File: config.mk
export PLATFORM = sky130hd
export DESIGN_NAME = vbep_merge
export DESIGN_NICKNAME = d
export VERILOG_FILES = /design/src/rtl/view_box_extent_projector_assert.svh /design/src/rtl/vbep_pkg.sv /design/src/rtl/vbep_merge.sv
export SDC_FILE = /design/constraint.sdc
export NUM_CORES = 2
export LEC_CHECK = 0
export ABC_AREA = 1
export BUFFER_PORTS_ARGS = -buffer_cell sky130_fd_sc_hd__buf_2
export CORE_AREA = 4 4 370 372
export CTS_BUF_LIST = sky130_fd_sc_hd__clkbuf_8
export CTS_CLUSTER_DIAMETER = 150
export DETAILED_ROUTE_END_ITERATION = 10
export DIE_AREA = 0 0 374 376
export HOLD_SLACK_MARGIN = 0.15
export PLACE_DENSITY = 0.74
export REMOVE_ABC_BUFFERS = 1
export SLEW_MARGIN = 20
export SYNTH_ARGS = -nofsm -noshare
export SYNTH_HDL_FRONTEND = slang
export SYNTH_SLANG_ARGS = --single-unit
File: constraint.sdc
create_clock -name clk -period 7.7 [get_ports clk]
set_input_delay 1.155 -clock clk [delete_from_list [all_inputs] [get_ports clk]]
set_output_delay 1.155 -clock clk [all_outputs]
set_load 0.01 [all_outputs]
File: src/rtl/view_box_extent_projector_assert.svh
// Assertion macros used by the top level of the view box extent projector RTL.
// Expects clk and arst_n in the scope of each use; no other dependencies.
`ifndef VIEW_BOX_EXTENT_PROJECTOR_ASSERT_SVH
`define VIEW_BOX_EXTENT_PROJECTOR_ASSERT_SVH

`ifndef SYNTHESIS

`define VBEP_ASSERT(lbl, prop, msg) \
	lbl: assert property (@(posedge clk) disable iff (!arst_n) prop) else $error(msg);

`define VBEP_ASSERT_IMPL(lbl, ante, cons, msg) \
	lbl: assert property (@(posedge clk) disable iff (!arst_n) (ante) |-> (cons)) \
		else $error(msg);

`else

`define VBEP_ASSERT(lbl, prop, msg)

`define VBEP_ASSERT_IMPL(lbl, ante, cons, msg)

`endif

`endif

File: src/rtl/vbep_pkg.sv
// Shared widths, constants and payload types for the view box extent projector.
// No dependencies; used by every module of the block by scoped names.
package vbep_pkg;

	localparam int NUM_LANES  = 8;
	localparam int COORD_W    = 32;
	localparam int DIFF_W     = COORD_W + 1;
	localparam int DIR_W      = 16;
	localparam int XA_W       = 18;
	localparam int FRAC_SHIFT = 14;
	localparam int X_PROD_W   = DIFF_W + XA_W;
	localparam int D_PROD_W   = DIFF_W + DIR_W;
	localparam int DOT_W      = X_PROD_W + 2;
	localparam int CFG_W      = 3 * DIR_W;
	localparam int CFG_IDX_W  = 3;

	localparam logic [CFG_IDX_W-1:0] REG_UP     = 3'd0;
	localparam logic [CFG_IDX_W-1:0] REG_NORMAL = 3'd1;
	localparam logic [CFG_IDX_W-1:0] REG_REF_X  = 3'd2;
	localparam logic [CFG_IDX_W-1:0] REG_REF_Y  = 3'd3;
	localparam logic [CFG_IDX_W-1:0] REG_REF_Z  = 3'd4;

	localparam logic [CFG_W-1:0] UP_RESET     = 48'h0000_0000_4000;
	localparam logic [CFG_W-1:0] NORMAL_RESET = 48'h0000_4000_0000;

	localparam logic signed [DOT_W-1:0] ROUND_HALF = DOT_W'(8192);
	localparam logic signed [DOT_W-1:0] SAT_MAX    = DOT_W'(64'sd2147483647);
	localparam logic signed [DOT_W-1:0] SAT_MIN    = -SAT_MAX - DOT_W'(1);

	typedef logic signed [DIFF_W-1:0] diff_t;

	// member order puts x in the low bits, matching the register packing
	typedef struct packed {
		logic signed [DIR_W-1:0] z;
		logic signed [DIR_W-1:0] y;
		logic signed [DIR_W-1:0] x;
	} dir_t;

	typedef struct packed {
		logic signed [XA_W-1:0] z;
		logic signed [XA_W-1:0] y;
		logic signed [XA_W-1:0] x;
	} xaxis_t;

	typedef struct packed {
		diff_t z;
		diff_t y;
		diff_t x;
	} corner_t;

	typedef struct packed {
		logic signed [COORD_W-1:0] z;
		logic signed [COORD_W-1:0] y;
		logic signed [COORD_W-1:0] x;
	} proj_t;

	typedef struct packed {
		logic s2;
		logic s3;
		logic s4;
		logic s5;
	} stage_en_t;

	localparam xaxis_t XA_RESET = '{z: 18'sd16384, y: 18'sd0, x: 18'sd0};

endpackage

File: src/rtl/vbep_merge.sv
// Merge stage: component-wise least and greatest of the lane results, as a
// two-stage registered tree. Depends on vbep_pkg.
module vbep_merge (
	input  logic                clk,
	input  vbep_pkg::stage_en_t en,
	input  vbep_pkg::proj_t     p [vbep_pkg::NUM_LANES],
	output vbep_pkg::proj_t     lo,
	output vbep_pkg::proj_t     hi
);

	localparam int NUM_GRP = 2;
	localparam int GRP_SZ  = vbep_pkg::NUM_LANES / NUM_GRP;

	vbep_pkg::proj_t lo_grp [NUM_GRP];
	vbep_pkg::proj_t hi_grp [NUM_GRP];
	vbep_pkg::proj_t lo_s4 [NUM_GRP];
	vbep_pkg::proj_t hi_s4 [NUM_GRP];
	vbep_pkg::proj_t lo_s5, hi_s5;

	function automatic vbep_pkg::proj_t pmin(input vbep_pkg::proj_t a, input vbep_pkg::proj_t b);
		vbep_pkg::proj_t r;
		r.x = (b.x < a.x) ? b.x : a.x;
		r.y = (b.y < a.y) ? b.y : a.y;
		r.z = (b.z < a.z) ? b.z : a.z;
		return r;
	endfunction

	function automatic vbep_pkg::proj_t pmax(input vbep_pkg::proj_t a, input vbep_pkg::proj_t b);
		vbep_pkg::proj_t r;
		r.x = (b.x > a.x) ? b.x : a.x;
		r.y = (b.y > a.y) ? b.y : a.y;
		r.z = (b.z > a.z) ? b.z : a.z;
		return r;
	endfunction

	// reduce each group of lanes to one partial extent
	always_comb begin
		for (int g = 0; g < NUM_GRP; g++) begin
			lo_grp[g] = p[g*GRP_SZ];
			hi_grp[g] = p[g*GRP_SZ];
			for (int j = 1; j < GRP_SZ; j++) begin
				lo_grp[g] = pmin(lo_grp[g], p[g*GRP_SZ + j]);
				hi_grp[g] = pmax(hi_grp[g], p[g*GRP_SZ + j]);
			end
		end
	end

	always_ff @(posedge clk) begin
		if (en.s4) begin
			lo_s4 <= lo_grp;
			hi_s4 <= hi_grp;
		end
	end

	always_ff @(posedge clk) begin
		if (en.s5) begin
			lo_s5 <= pmin(lo_s4[0], lo_s4[1]);
			hi_s5 <= pmax(hi_s4[0], hi_s4[1]);
		end
	end

	assign lo = lo_s5;
	assign hi = hi_s5;

endmodule

## Word level (Yosys, flattened, before mapping)

Index checks and enable logic that the tools add are counted.

| word-level totals | value |
|---|---|
| register bits | 576 |
| input bits | 773 |
| output and inout bits | 192 |

| cells by class | value |
|---|---|
| magnitude comparators | 42 |
| multiplexer cells | 42 |

Operator list:

| operator | number |
|---|---|
| two-way mux 32 bit | 42 |
| > comparator 32 bit | 21 |
| less-than comparator 32 bit | 21 |

## Depth between registers and ports, before layout

| depth | value |
|---|---|
| word-level depth | 6 |
| depth in mapped cells | 51 |
| mapped depth without buffers | 48 |

## Worst setup path after synthesis

No wires, ideal clock.

| path | value |
|---|---|
| path kind | input to register |
| start | input port p[383] in the netlist's numbering |
| end | register hi_s4[65] in the netlist's numbering, data pin |
| setup time | 0.262 ns |
| data arrival time | 6.642 ns |
| data required time | 7.438 ns |
| slack | 0.796 ns |
| stages | 41 |
| buffers on the path | 3 |
| cells stage by stage | inv_1 ha_1 nand2_1 nor2_1 nand2_1 nor3b_2 nand2_1 nand2_1 nand2_1 nand2_2 nand2_2 clkbuf_1 nand2_1 o21ai_0 ha_1 nand4_1 nor3_1 inv_1 [... 5 more ...] buf_2 nand2_1 o21ai_1 ha_1 a21oi_1 o21ai_0 nand3_1 nand2_1 nand2_1 a21oi_1 a2111oi_0 nand2_1 or3_1 nand3_1 clkinv_1 clkbuf_1 nand2_1 o21ai_0 |

RTL lines:

| what | RTL line | source |
|---|---|---|
| start, declared | vbep_merge.sv:6 | `input vbep_pkg::proj_t p [vbep_pkg::NUM_LANES],` |
| end signal, assigned | vbep_merge.sv:51 | `hi_s4 <= hi_grp;` |
| end, declared | vbep_merge.sv:17 | `vbep_pkg::proj_t hi_s4 [NUM_GRP];` |

==> results.toml <==
[status]
status = "complete, no violations"

[logic_synthesis]
synth_top_area_cell = "edfxtp_1"
yosysMostFrequentCell = "nand2_1"
syn_area_um2 = 59300
yosysUniqueCellTypes = 60
yosysSeqAreaShare_pct = 29.2
yosys-top-cells-count = "nand2_1 (1,917), ha_1 (1,125), inv_1 (817), a21oi_1 (668), o21ai_0 (654)"
netlist_instances = 7829
synth.top_cells.by_area = "edfxtp_1 (29%), ha_1 (24%), nand2_1 (12%)"
synth_seq_cells = 576
synth.yosys.warnings = 0
synthFlopType = "edfxtp_1"
avgSynthCellArea_um2 = 7.58
synth_edf_count = 576
netlist.area_leader.share_pct = 29.2
async_flop_share_pct = 0

[critical_path]
path_buf_inv = 10
slowest_stage = "a2111oi_0"
critPathMostFrequentCell = "nand2_1"
slowest_delay_ns = 0.40
critPathRequiredTime_ns = 8.20
crit_path_end_kind = "flip-flop"
path_max_fanout = 60
critPathKind = "input port to flip-flop"
cp-start-kind = "input port"
arrival_ns = 7.82
crit_family = "compound AO/OA/AOI/OAI gates"

[power_and_ir_drop]
pwr-share-clk_pct = 11.7
internal-power_uw = 13100
ir_worst_vdd_mv = 0.360
seqPwrFrac_pct = 26.6
p_comb_share_pct = 61.7
power_density_nw_per_um2 = 340
p_leak_uw = 0.0371
power.switching_uw = 11900
swShare_pct = 47.6

[timing]
worst_pin_slew_ns = 1.15
min_period_ns = 7.32
skew_ns = 0.0497
final-hold-violation-count = 0
fin_crit_sh_pct = 95.1
clock.fmax_ghz = 0.137
drv_slew = 0
tns_ns = 0
slew_headroom_pct = 23.4
setup_viol = 0

[floorplanning]
start_util_pct = 44.5
placementRows = 134
die-area_um2 = 141000
coreArea_um2 = 133000
die_x_um = 374
die_height_um = 376
ioPinCount = 965

[global_route]
grt_pass1_wl_um = 349000
grt_remaining_overflow = 0
grt-busiest-layer = "met2"
use_met2_pct = 52.6
antenna_found_initial = 183
grt_use_total_pct = 32.5
use_met1_pct = 41.7
use_met3_pct = 7.59
grt_max_degree = 147
grt_pass1_vias = 58016

[worst_hold_path]
min_path_type = "flip-flop to flip-flop"

[clock_tree]
cts_tree = "built"
clk_latency_ns = 0.82
clock-sinks = 576
cts_buffers = 98
clockRootBuffer = "clkbuf_8"
cts_hold_buf = 0
cts_max_level = 3
ctsLongestPathBuffers = 3
path_clk_slew_ns = 0.06

[routing]
routed_wl_um = 240000
drtPass1Iterations = 7
wl_per_cell_um = 21.3
drt-initial-drc-count = 5950
num_vias = 62436
ant_nets = 0
drc = 0
drt-vias-per-instance = 5.52

[layout]
final_layout_size_suffix_gt1_share_pct = 20.9
layoutNonFillerInstCount = 11305
synthToLayoutAreaGrowth_pct = 24.1
final_nets = 11225

[place]
port-buffer-count = 962
dp_cells = 10993
routabilityCongestion = 1.02
dpl.hpwl_um = 207000

[run]
drv_cap = 0
==> cell usage in the layout (no fill, tap or decap), types with 18 or more instances in the layout <==
| master | instances |
|---|---|
| a21oi_1 | 664 |
| o21ai_2 | 75 |
| a31oi_1 | 19 |
| o21ai_1 | 312 |
| o21a_1 | 18 |
| buf_4 | 673 |
| o211ai_1 | 19 |
| nand3_1 | 544 |
| ha_1 | 1124 |
| nand4_1 | 120 |
| clkinv_1 | 28 |
| nand2_1 | 1913 |
| buf_12 | 44 |
| a211oi_1 | 51 |
| a21o_1 | 25 |
| diode_2 | 127 |
| o221ai_1 | 21 |
| nor2_1 | 372 |
| inv_1 | 840 |
| nor3_1 | 39 |
| edfxtp_1 | 576 |
| o21ai_0 | 649 |
| nor4_1 | 28 |
| buf_2 | 959 |
| clkbuf_8 | 99 |
==> path summary, 6_finish.rpt <==
path	start	end	slack, ns	cells past startpoint
worst max register to register	lo_s4[65]	lo[94]	2.33	17
worst min register to register	lo_s4[140]	lo[44]	0.59	2
worst max-delay path	p[758]	lo_s4[161]	0.38	41
worst min-delay path	lo_s4[140]	lo[44]	0.59	2
==> flip-flops by register name, summed over array words and instances, names as in the netlist <==
signal	flops
hi	96
lo_s4	192
hi_s4	192
lo	96
==> through the flow <==
stage / total power [uW] / hold WS [ns] / instance area, um2 / util (%) / worst slack [ns]
3_3_place_gp: 21400 / 0.566 / 71100 / 53.3 / -1.31
2_1_floorplan: 15200 / 0.519 / 58000 / - / -1.20
6_report: 25000 / 0.589 / 73600 / 55.2 / 0.377
4_1_cts: 24800 / 0.581 / 73100 / 54.9 / 0.0512
3_5_place_dp: 21800 / 0.571 / 71100 / 53.3 / -1.35
5_1_grt: 27100 / 0.619 / 73500 / 55.1 / -0.0468
==> power by group through the flow <==
stage	Sequential, uW	Clock [uW]	Combinational (uW)
global placement	6680	0	14700
global route	6730	3120	17200
CTS	6650	2960	15200
floorplan	6510	0	8670
finish	6660	2920	15400
detailed placement	6700	0	15100
==> routing by layer <==
layer | wire length [um] | vias up
met2 | 109000 | 2540
li1 | - | 30544
met3 | 21700 | 481
met1 | 98900 | 28813
met4 | 10300 | 58
met5 | 366 | -
==> kinds of logic (layout without fill, tap and decap cells) <==
kind of cell | count (synthesis) | in the layout | synth area share (%)
AO/OA/AOI/OAI | 1922 | 1922 | 17.8
XOR/XNOR | 8 | 8 | 0.143
adder cells (fa/ha/maj) | 1125 | 1125 | 23.7
buffers and inverters | 1112 | 2693 | 7.43
flip-flops | 576 | 576 | 29.2
other | 0 | 127 | 0
AND/OR/NAND/NOR | 3086 | 3086 | 21.7
==> layout make-up <==
type / count / area [um2]
Timing Repair Buffer: 1687 / 10900
Antenna cell: 127 / 318
Tap cell: 1768 / 2210
Multi-Input combinational cell: 6141 / 37800
Fill cell: 12586 / 59600
Sequential cell: 576 / 17300
Clock inverter: 85 / 687
Clock buffer: 98 / 1350
Inverter: 823 / 3090
==> worst register-to-register path, delay by kind of cell, from the launching register on <==
kind / cells / cell delay (ns)
flops: 1 / 0.39
fa+ha+maj: 1 / 0.31
buf+inv: 1 / 0.47
simple gates: 5 / 0.44
xor+xnor: 1 / 0.66
compound gates: 9 / 2.77
==> what timing repair did <==
action,4_1_cts,5_1_grt
endpoints found under the setup margin,32,191
cloned,0,0
buffers inserted,0,2
pin swaps,0,8
resized for setup,4,38
No activity file was read; power rests on OpenSTA's default activity.
